<file path="config.mk">
export PLATFORM = sky130hd
export DESIGN_NAME = keyed_xor_packet_scrambler
export DESIGN_NICKNAME = d
export VERILOG_FILES = /design/src/kxps_pkg.sv /design/src/keyed_xor_packet_scrambler.sv /design/src/kxps_ram.sv /design/src/kxps_ctrl.sv
export VERILOG_INCLUDE_DIRS = /design/src /design/src/src
export SDC_FILE = /design/constraint.sdc
export NUM_CORES = 2
export LEC_CHECK = 0
export ABC_AREA = 1
export BUFFER_PORTS_ARGS = -buffer_cell sky130_fd_sc_hd__buf_2
export CORE_UTILIZATION = 60
export CTS_BUF_LIST = sky130_fd_sc_hd__clkbuf_8
export DETAILED_ROUTE_END_ITERATION = 10
export GPL_ROUTABILITY_DRIVEN = 1
export PLACE_DENSITY = 0.76
export SLEW_MARGIN = 20
export SYNTH_ARGS = -nofsm -noshare
export SYNTH_HDL_FRONTEND = slang
export SYNTH_HIERARCHICAL = 1
export SYNTH_SLANG_ARGS = --single-unit
</file>
<file path="constraint.sdc">
create_clock -name clk -period 7.6 [get_ports clk]
set_clock_uncertainty 0.1 [all_clocks]
set_input_delay 0.38 -clock clk [delete_from_list [all_inputs] [get_ports clk]]
set_output_delay 0.38 -clock clk [all_outputs]
set_load 0.05 [all_outputs]
</file>
<file path="src/keyed_xor_packet_scrambler_macros.svh">
// Assertion helpers for the scrambler top level.
`ifndef KEYED_XOR_PACKET_SCRAMBLER_MACROS_SVH
`define KEYED_XOR_PACKET_SCRAMBLER_MACROS_SVH

`ifndef SYNTHESIS
`define KXPS_ASSERT_SAME(label, clk, rst_n, ante, cons) \
  label: assert property (@(posedge clk) disable iff (!rst_n) (ante) |-> (cons)) \
    else $error("assertion failed");
`define KXPS_ASSERT_NEXT(label, clk, rst_n, ante, cons) \
  label: assert property (@(posedge clk) disable iff (!rst_n) (ante) |=> (cons)) \
    else $error("assertion failed");
`else
`define KXPS_ASSERT_SAME(label, clk, rst_n, ante, cons)
`define KXPS_ASSERT_NEXT(label, clk, rst_n, ante, cons)
`endif

`endif

</file>
<file path="src/kxps_pkg.sv">
`default_nettype none

package kxps_pkg;

  localparam int KEY_BYTES_DEF   = 128;
  localparam int LENGTH_BITS_DEF = 16;
  localparam int START_BITS      = 7;
  localparam int KEY_IDX_BITS    = 10;
  localparam int ROM_BYTES       = 128;

  localparam logic [7:0] KEY_ROM [ROM_BYTES] = '{
    8'hDC, 8'h47, 8'hE2, 8'hA6, 8'h0D, 8'h70, 8'h71, 8'h21,
    8'h6D, 8'h21, 8'h28, 8'hDD, 8'hD1, 8'h6D, 8'h20, 8'hA4,
    8'hAC, 8'h88, 8'h0A, 8'h75, 8'hD5, 8'h7F, 8'h12, 8'hD4,
    8'h8A, 8'h26, 8'h0A, 8'h65, 8'hB4, 8'h52, 8'hC4, 8'hB9,
    8'h6C, 8'h49, 8'hBF, 8'h68, 8'hBF, 8'h77, 8'h06, 8'h60,
    8'hAE, 8'h63, 8'h56, 8'h7C, 8'h79, 8'hE1, 8'h7F, 8'h59,
    8'h1E, 8'h88, 8'h0C, 8'h65, 8'h1C, 8'h66, 8'h26, 8'h38,
    8'h7C, 8'hF3, 8'hB6, 8'h28, 8'h12, 8'h44, 8'hCA, 8'h17,
    8'h01, 8'h81, 8'h3A, 8'h90, 8'h7D, 8'h99, 8'h8B, 8'h13,
    8'hD5, 8'h34, 8'h13, 8'hAC, 8'hB0, 8'hEA, 8'h5E, 8'hCA,
    8'h96, 8'hB2, 8'hD1, 8'h4F, 8'hB3, 8'h9D, 8'h8D, 8'hE4,
    8'hD8, 8'hC4, 8'h97, 8'h8F, 8'hC3, 8'h7E, 8'h35, 8'h87,
    8'hA0, 8'hD7, 8'h9B, 8'h47, 8'hD0, 8'h3E, 8'hC6, 8'hE1,
    8'hE8, 8'h7E, 8'hA9, 8'h95, 8'hFD, 8'hF0, 8'h87, 8'hA2,
    8'h1F, 8'hEE, 8'hA0, 8'h5C, 8'h23, 8'h8A, 8'h0F, 8'h7F,
    8'hA6, 8'h80, 8'hF3, 8'hC3, 8'h4E, 8'h6A, 8'hCD, 8'hB0
  };

  // Key entries beyond the fixed table read as zero.
  function automatic logic [7:0] key_byte(input logic [KEY_IDX_BITS-1:0] idx);
    logic [7:0] val;
    val = 8'h00;
    if (idx < KEY_IDX_BITS'(ROM_BYTES)) begin
      val = KEY_ROM[idx[6:0]];
    end
    return val;
  endfunction

  typedef struct packed {
    logic [7:0]  data_byte;
    logic        first_of_packet;
    logic [15:0] packet_length;
    logic [3:0]  key_offset_index;
    logic [15:0] random_word;
  } kxps_in_t;

  typedef struct packed {
    logic [7:0] out_byte;
    logic       last_of_packet;
  } kxps_out_t;

  // Work carried from the address stage to the combine stage.
  typedef struct packed {
    logic [7:0] data;
    logic [7:0] mask;
    logic       key_en;
    logic       last;
  } kxps_req_t;

endpackage

`default_nettype wire

</file>
<file path="src/keyed_xor_packet_scrambler.sv">
// Path: an input byte's request and key read are registered, then its result in out_r.
// Throughput: one byte per cycle while out_ready stays high; the key memory read
// port takes one address a cycle. Reset: synchronous, active low.
// After reset the key memory is loaded from the constant table while in_ready stays low.
`default_nettype none
`include "keyed_xor_packet_scrambler_macros.svh"

module keyed_xor_packet_scrambler #(
  parameter int KEY_BYTES   = kxps_pkg::KEY_BYTES_DEF,
  parameter int LENGTH_BITS = kxps_pkg::LENGTH_BITS_DEF
) (
  input  wire logic                 clk,
  input  wire logic                 rst_n,
  input  wire logic                 in_valid,
  output logic                      in_ready,
  input  wire kxps_pkg::kxps_in_t   in_data,
  output logic                      out_valid,
  input  wire logic                 out_ready,
  output kxps_pkg::kxps_out_t       out_data
);

  localparam int PW = $clog2(KEY_BYTES);

  logic [PW:0]   fill_cnt_r, fill_cnt_nxt;
  logic          fill_done;
  logic [PW-1:0] key_addr;
  logic [7:0]    key_rdata;
  logic          in_accept, s1_move;

  kxps_pkg::kxps_req_t req, s1_req_r;
  logic                s1_valid_r, s1_valid_nxt;
  logic                out_valid_r, out_valid_nxt;
  kxps_pkg::kxps_out_t out_r;

  assign fill_done    = fill_cnt_r == (PW+1)'(KEY_BYTES);
  assign fill_cnt_nxt = fill_cnt_r + (PW+1)'(1);

  kxps_ram #(
    .WIDTH (8),
    .DEPTH (KEY_BYTES)
  ) u_key_ram (
    .clk   (clk),
    .we    (!fill_done),
    .waddr (fill_cnt_r[PW-1:0]),
    .wdata (kxps_pkg::key_byte(kxps_pkg::KEY_IDX_BITS'(fill_cnt_r[PW-1:0]))),
    .re    (in_accept),
    .raddr (key_addr),
    .rdata (key_rdata)
  );

  kxps_ctrl #(
    .KEY_BYTES   (KEY_BYTES),
    .LENGTH_BITS (LENGTH_BITS)
  ) u_ctrl (
    .clk      (clk),
    .rst_n    (rst_n),
    .step     (in_accept),
    .in_item  (in_data),
    .key_addr (key_addr),
    .req      (req)
  );

  // The read data stays on the memory output until the next accepted byte,
  // so a stalled combine stage simply holds.
  assign s1_move   = s1_valid_r && (!out_valid_r || out_ready);
  assign in_ready  = fill_done && (!s1_valid_r || s1_move);
  assign in_accept = in_valid && in_ready;

  assign s1_valid_nxt  = in_accept || (s1_valid_r && !s1_move);
  assign out_valid_nxt = s1_move || (out_valid_r && !out_ready);

  always_ff @(posedge clk) begin
    if (!rst_n) begin
      fill_cnt_r  <= '0;
      s1_valid_r  <= 1'b0;
      out_valid_r <= 1'b0;
    end else begin
      if (!fill_done) begin
        fill_cnt_r <= fill_cnt_nxt;
      end
      s1_valid_r  <= s1_valid_nxt;
      out_valid_r <= out_valid_nxt;
    end
  end

  always_ff @(posedge clk) begin
    if (in_accept) begin
      s1_req_r <= req;
    end
    if (s1_move) begin
      out_r.out_byte       <= s1_req_r.data ^ s1_req_r.mask ^
                              (s1_req_r.key_en ? key_rdata : 8'h00);
      out_r.last_of_packet <= s1_req_r.last;
    end
  end

  assign out_valid = out_valid_r;
  assign out_data  = out_r;

  `KXPS_ASSERT_SAME(a_no_work_before_load, clk, rst_n, s1_valid_r, fill_done)
  `KXPS_ASSERT_NEXT(a_stage_holds, clk, rst_n, s1_valid_r && out_valid_r && !out_ready,
                    s1_valid_r)
  `KXPS_ASSERT_NEXT(a_out_holds, clk, rst_n, out_valid_r && !out_ready,
                    out_valid_r && $stable(out_r))

endmodule

`default_nettype wire

</file>
<file path="src/kxps_ram.sv">
`default_nettype none

module kxps_ram #(
  parameter int WIDTH = 8,
  parameter int DEPTH = 128
) (
  input  wire logic                     clk,
  input  wire logic                     we,
  input  wire logic [$clog2(DEPTH)-1:0] waddr,
  input  wire logic [WIDTH-1:0]         wdata,
  input  wire logic                     re,
  input  wire logic [$clog2(DEPTH)-1:0] raddr,
  output logic      [WIDTH-1:0]         rdata
);

  logic [WIDTH-1:0] mem [DEPTH];

  always_ff @(posedge clk) begin
    if (we) begin
      mem[waddr] <= wdata;
    end
    if (re) begin
      rdata <= mem[raddr];
    end
  end

endmodule

`default_nettype wire

</file>
<file path="src/kxps_ctrl.sv">
`default_nettype none

module kxps_ctrl #(
  parameter int KEY_BYTES   = kxps_pkg::KEY_BYTES_DEF,
  parameter int LENGTH_BITS = kxps_pkg::LENGTH_BITS_DEF
) (
  input  wire logic                         clk,
  input  wire logic                         rst_n,
  input  wire logic                         step,
  input  wire kxps_pkg::kxps_in_t           in_item,
  output logic      [$clog2(KEY_BYTES)-1:0] key_addr,
  output kxps_pkg::kxps_req_t               req
);

  localparam int PW  = $clog2(KEY_BYTES);
  localparam int SB  = kxps_pkg::START_BITS;
  localparam int LB  = LENGTH_BITS;
  localparam int MX1 = (LB > PW) ? LB : PW;
  localparam int BW  = ((MX1 > SB) ? MX1 : SB) + 1;

  logic [PW-1:0] pos_r, pos_nxt;
  logic [LB-1:0] count_r, count_nxt;
  logic [LB-1:0] len_r, len_nxt;
  logic [SB-1:0] start_r, start_nxt;
  logic [15:0]   rnd_r, rnd_nxt;

  logic [PW-1:0] eff_pos, tail_pos, pos_adv;
  logic [PW:0]   pos_plus;
  logic [LB-1:0] eff_cnt, slen;
  logic [BW-1:0] base;
  logic [1:0]    lane;
  logic          active, in_word;

  always_comb begin
    len_nxt   = len_r;
    start_nxt = start_r;
    rnd_nxt   = rnd_r;
    eff_cnt   = count_r;
    eff_pos   = pos_r;
    if (in_item.first_of_packet) begin
      len_nxt   = LB'(in_item.packet_length);
      start_nxt = {in_item.key_offset_index, 3'b000};
      rnd_nxt   = in_item.random_word;
      eff_cnt   = '0;
      if (32'(start_nxt) >= 32'(KEY_BYTES - 4)) begin
        eff_pos = '0;
      end else begin
        eff_pos = PW'(start_nxt);
      end
    end

    active  = eff_cnt < len_nxt;
    slen    = len_nxt & ~LB'(3);
    in_word = eff_cnt < slen;
    lane    = eff_cnt[1:0];

    // The tail restarts the key walk right after the word part.
    base = BW'(start_nxt) + BW'(slen);
    tail_pos = eff_pos;
    if (eff_cnt == slen) begin
      tail_pos = (base < BW'(KEY_BYTES)) ? PW'(base) : '0;
    end

    if (in_word) begin
      key_addr = eff_pos + PW'(lane);
      pos_plus = (PW+1)'(eff_pos) + (PW+1)'(4);
      if (lane == 2'd3) begin
        pos_adv = (pos_plus >= (PW+1)'(KEY_BYTES - 4)) ? '0 : PW'(pos_plus);
      end else begin
        pos_adv = eff_pos;
      end
    end else begin
      key_addr = tail_pos;
      pos_plus = (PW+1)'(tail_pos) + (PW+1)'(1);
      pos_adv  = (pos_plus >= (PW+1)'(KEY_BYTES)) ? '0 : PW'(pos_plus);
    end

    count_nxt = active ? eff_cnt + LB'(1) : eff_cnt;
    pos_nxt   = active ? pos_adv : eff_pos;

    req.data   = in_item.data_byte;
    req.key_en = active;
    req.last   = active && (eff_cnt + LB'(1) == len_nxt);
    req.mask   = 8'h00;
    if (active && in_word) begin
      req.mask = lane[0] ? rnd_nxt[15:8] : rnd_nxt[7:0];
    end
  end

  always_ff @(posedge clk) begin
    if (!rst_n) begin
      pos_r   <= '0;
      count_r <= '0;
      len_r   <= '0;
      start_r <= '0;
      rnd_r   <= '0;
    end else if (step) begin
      pos_r   <= pos_nxt;
      count_r <= count_nxt;
      len_r   <= len_nxt;
      start_r <= start_nxt;
      rnd_r   <= rnd_nxt;
    end
  end

endmodule

`default_nettype wire
</file>
==> impl_metrics.yaml <==
yosys:
  synth_nets: 4965
  synth_edf_count: 1059
  synthTopCellsByCount: "nand2_1 (1588), edfxtp_1 (1059), nand3_1 (1034), nor2_1 (295), buf_2 (135)"
  yosysTopAreaCellShare_pct: 63.0
  ys_seq_area_share_pct: 65.8
  synthTopCellsByArea: "edfxtp_1 (63%), nand2_1 (12%), nand3_1 (10%)"
  syn_inst: 4873
  synth_area_per_cell_um2: 10.4
  synth_cell_type_count: 53
  synth_largest_area_cell: "edfxtp_1"
  ys.flop_type: "edfxtp_1"
  synthMostInstantiatedCell: "nand2_1"
  synthArstFlopShare_pct: 0
  syn_area_um2: 50500
  ys_warn_count: 6
  synth_seq_cells: 1131
worst_setup_path:
  arrival_ps: 6510
  worst-setup-path-type: "register to register"
  crit_path_start_kind: "register"
  end_kind: "register"
  cp_max_fo: 199
  r2r_start: "u_ctrl/count_r[0]"
  r2r_slack_ps: 1710
  critPathLaunch: "u_ctrl/count_r[0]"
  worstPathRequired_ps: 8220
sta:
  finalCritPeriodShare_pct: 77.5
  fmax_mhz: 170
  rsz0062_at_grt: "no"
  setup_viol: 0
  hold_viol_final: 0
  fin_crit_ps: 5890
  slew_headroom_pct: 24.5
  slew_viol_final: 0
  worst_pin_slew_ps: 1130
  setup_tns_ps: 0
grt:
  grt_max_degree: 292
  use_met3_pct: 8.50
  grt.overflow.total: 0
  antenna_found_initial: 4
  grt.total_usage_pct: 31.8
  top_usage_layer: "met2"
  grt_pass1_vias: 35000
  use_met2_pct: 47.9
  met1_usage_pct: 44.0
  grt_pass1_wl_um: 206000
clocking:
  cts_made_buffers: 176
  hold_buffers: 45
  clk_pin_slew_ps: 60
  cts_htree_levels: 4
  cts_tree: "yes"
  cts_buffer_depth: 3
  cts_resized: 0
  post-cts-setup-buffers: 0
  clkSinkCount: 1131
  cts_root_buffer: "clkbuf_8"
  clk_latency_ps: 890
route:
  ant_nets: 0
  drt_iter0_markers: 5157
  viasPerCell: 6.06
  detail_route.wirelength_um: 137000
  route.detailed.drc: 0
  drtPass1Iterations: 6
  wl_per_cell_um: 22.2
  vias: 37200
place:
  dp_hpwl_um: 80000
  routabilityCongestion: 0.960
  numPortBuffers: 59
cells_and_area:
  syn_to_final_growth_pct: 8.70
  num-fill-cells: 6211
  final_nets: 5009
  drive_gt1_share_pct: 8.42
pwr:
  power_mw: 12.8
  p_per_area_nw_per_um2: 234
  ir_worst_vdd_v: 0.000184
  p_leak_nw: 20.4
floorplanning:
  die_w_um: 292
  die_h_um: 292
  die_area_um2: 85400
  rows: 106
  coreArea_um2: 83400
  start_util_pct: 60.6
  ios: 60
hold_path:
  hold_path_class: "input port to register"
  hold_start: "rst_n"
flow_run:
  maxCapViolations: 0
outcome:
  outcome: "completed"
[cells by family after synthesis]
kind of cell    Yosys count  share of synthesized area, %
simple gates           3019                          25.6
flops                  1131                          65.8
buf+inv                 425                          4.39
compound gates          205                          2.22
xor+xnor                 49                         0.850
fa+ha+maj                43                          1.09
mux                       1                        0.0198
[power breakdown]
part | total [mW] | internal, mW | switching [mW]
clock | 4.80 | 2.38 | 2.41
sequential | 7.13 | 7.12 | 0.0108
combinational | 0.908 | 0.163 | 0.745
[state kept, by name, summed over array words and instances (netlist names)]
signal	cells
fill_cnt_r	8
out_data	9
out_valid	1
s1_req_r	18
s1_valid_r	1
u_ctrl/count_r	16
u_ctrl/len_r	16
u_ctrl/pos_r	7
u_ctrl/rnd_r	16
u_ctrl/start_r	7
u_key_ram/mem	1024
u_key_ram/rdata	8
[worst max-delay path, cell delays in order, from the launching register on]
cell and delay, ps:
dfxtp_1 600, inv_1 170, nor2_1 290, clkinv_1 410
ha_1 330, nand4_1 110, or2_2 200, inv_1 120
nand3_1 80, nor2_1 60, nor2_1 180, nand2_1 130
o21a_4 200, inv_16 200, buf_16 600, buf_4 440
nand2_1 90, nand3_1 100, nand3_1 100, nand3_1 160
nand2_1 210, nand2_1 220, nand3_1 90, nand2_1 90
nand2_1 100, nand2_1 90
[routing by layer]
layer	vias to the layer above	share of wire (%)
li1	16900	-
met1	17600	39
met2	2318	45
met3	340	12
met4	4	3.7
met5	-	0.015
[cell usage in the layout, fill, tap and decap left out, types with 8 or more instances in the layout]
master / count
nor3_1: 28
nand2_1: 1583
buf_4: 46
o22ai_1: 11
dfxtp_1: 72
ha_1: 41
inv_1: 181
o211ai_1: 10
nand3_1: 1032
edfxtp_1: 1059
nor2_2: 11
clkinv_2: 22
a21oi_1: 78
nand4_1: 16
clkinv_1: 30
xnor2_1: 13
nand2_2: 20
clkbuf_8: 188
dlygate4sd3_1: 45
nor2_1: 294
buf_12: 11
o21ai_0: 81
buf_2: 59
xor2_1: 36
nor2_4: 8
[cell type report]
class,count,area [µm²],area share [%]
multi-input cells,3317,15200,27.6
clock buffers,188,2590,4.71
inverters,129,515,0.939
well taps,1080,1350,2.46
repair buffers,162,1340,2.44
diodes,1,2.50,0.00456
clock inverters,130,696,1.27
flip-flops and latches,1131,33200,60.5
[stage by stage]
step	area, µm²	hold WS, ps	std cells	setup WS, ps	utilization [%]
after global placement	51100	323	5773	1640	61.3
final	54900	84.4	6138	1710	65.8
after global routing	54900	66.8	6138	1350	65.8
after floorplan	50500	300	4873	2040	-
after detailed placement	51100	328	5773	1570	61.3
after CTS	54900	15.8	6136	2160	65.8
[worst paths after layout]
check / endpoint / depth (start not counted)
setup reg to reg: u_key_ram/rdata[1] / 25
hold / removal: u_ctrl/start_r[0] / 3
hold reg to reg: out_data[0] / 0
setup / recovery: u_key_ram/rdata[1] / 25
Note: power is estimated with default switching activity, not from simulation.
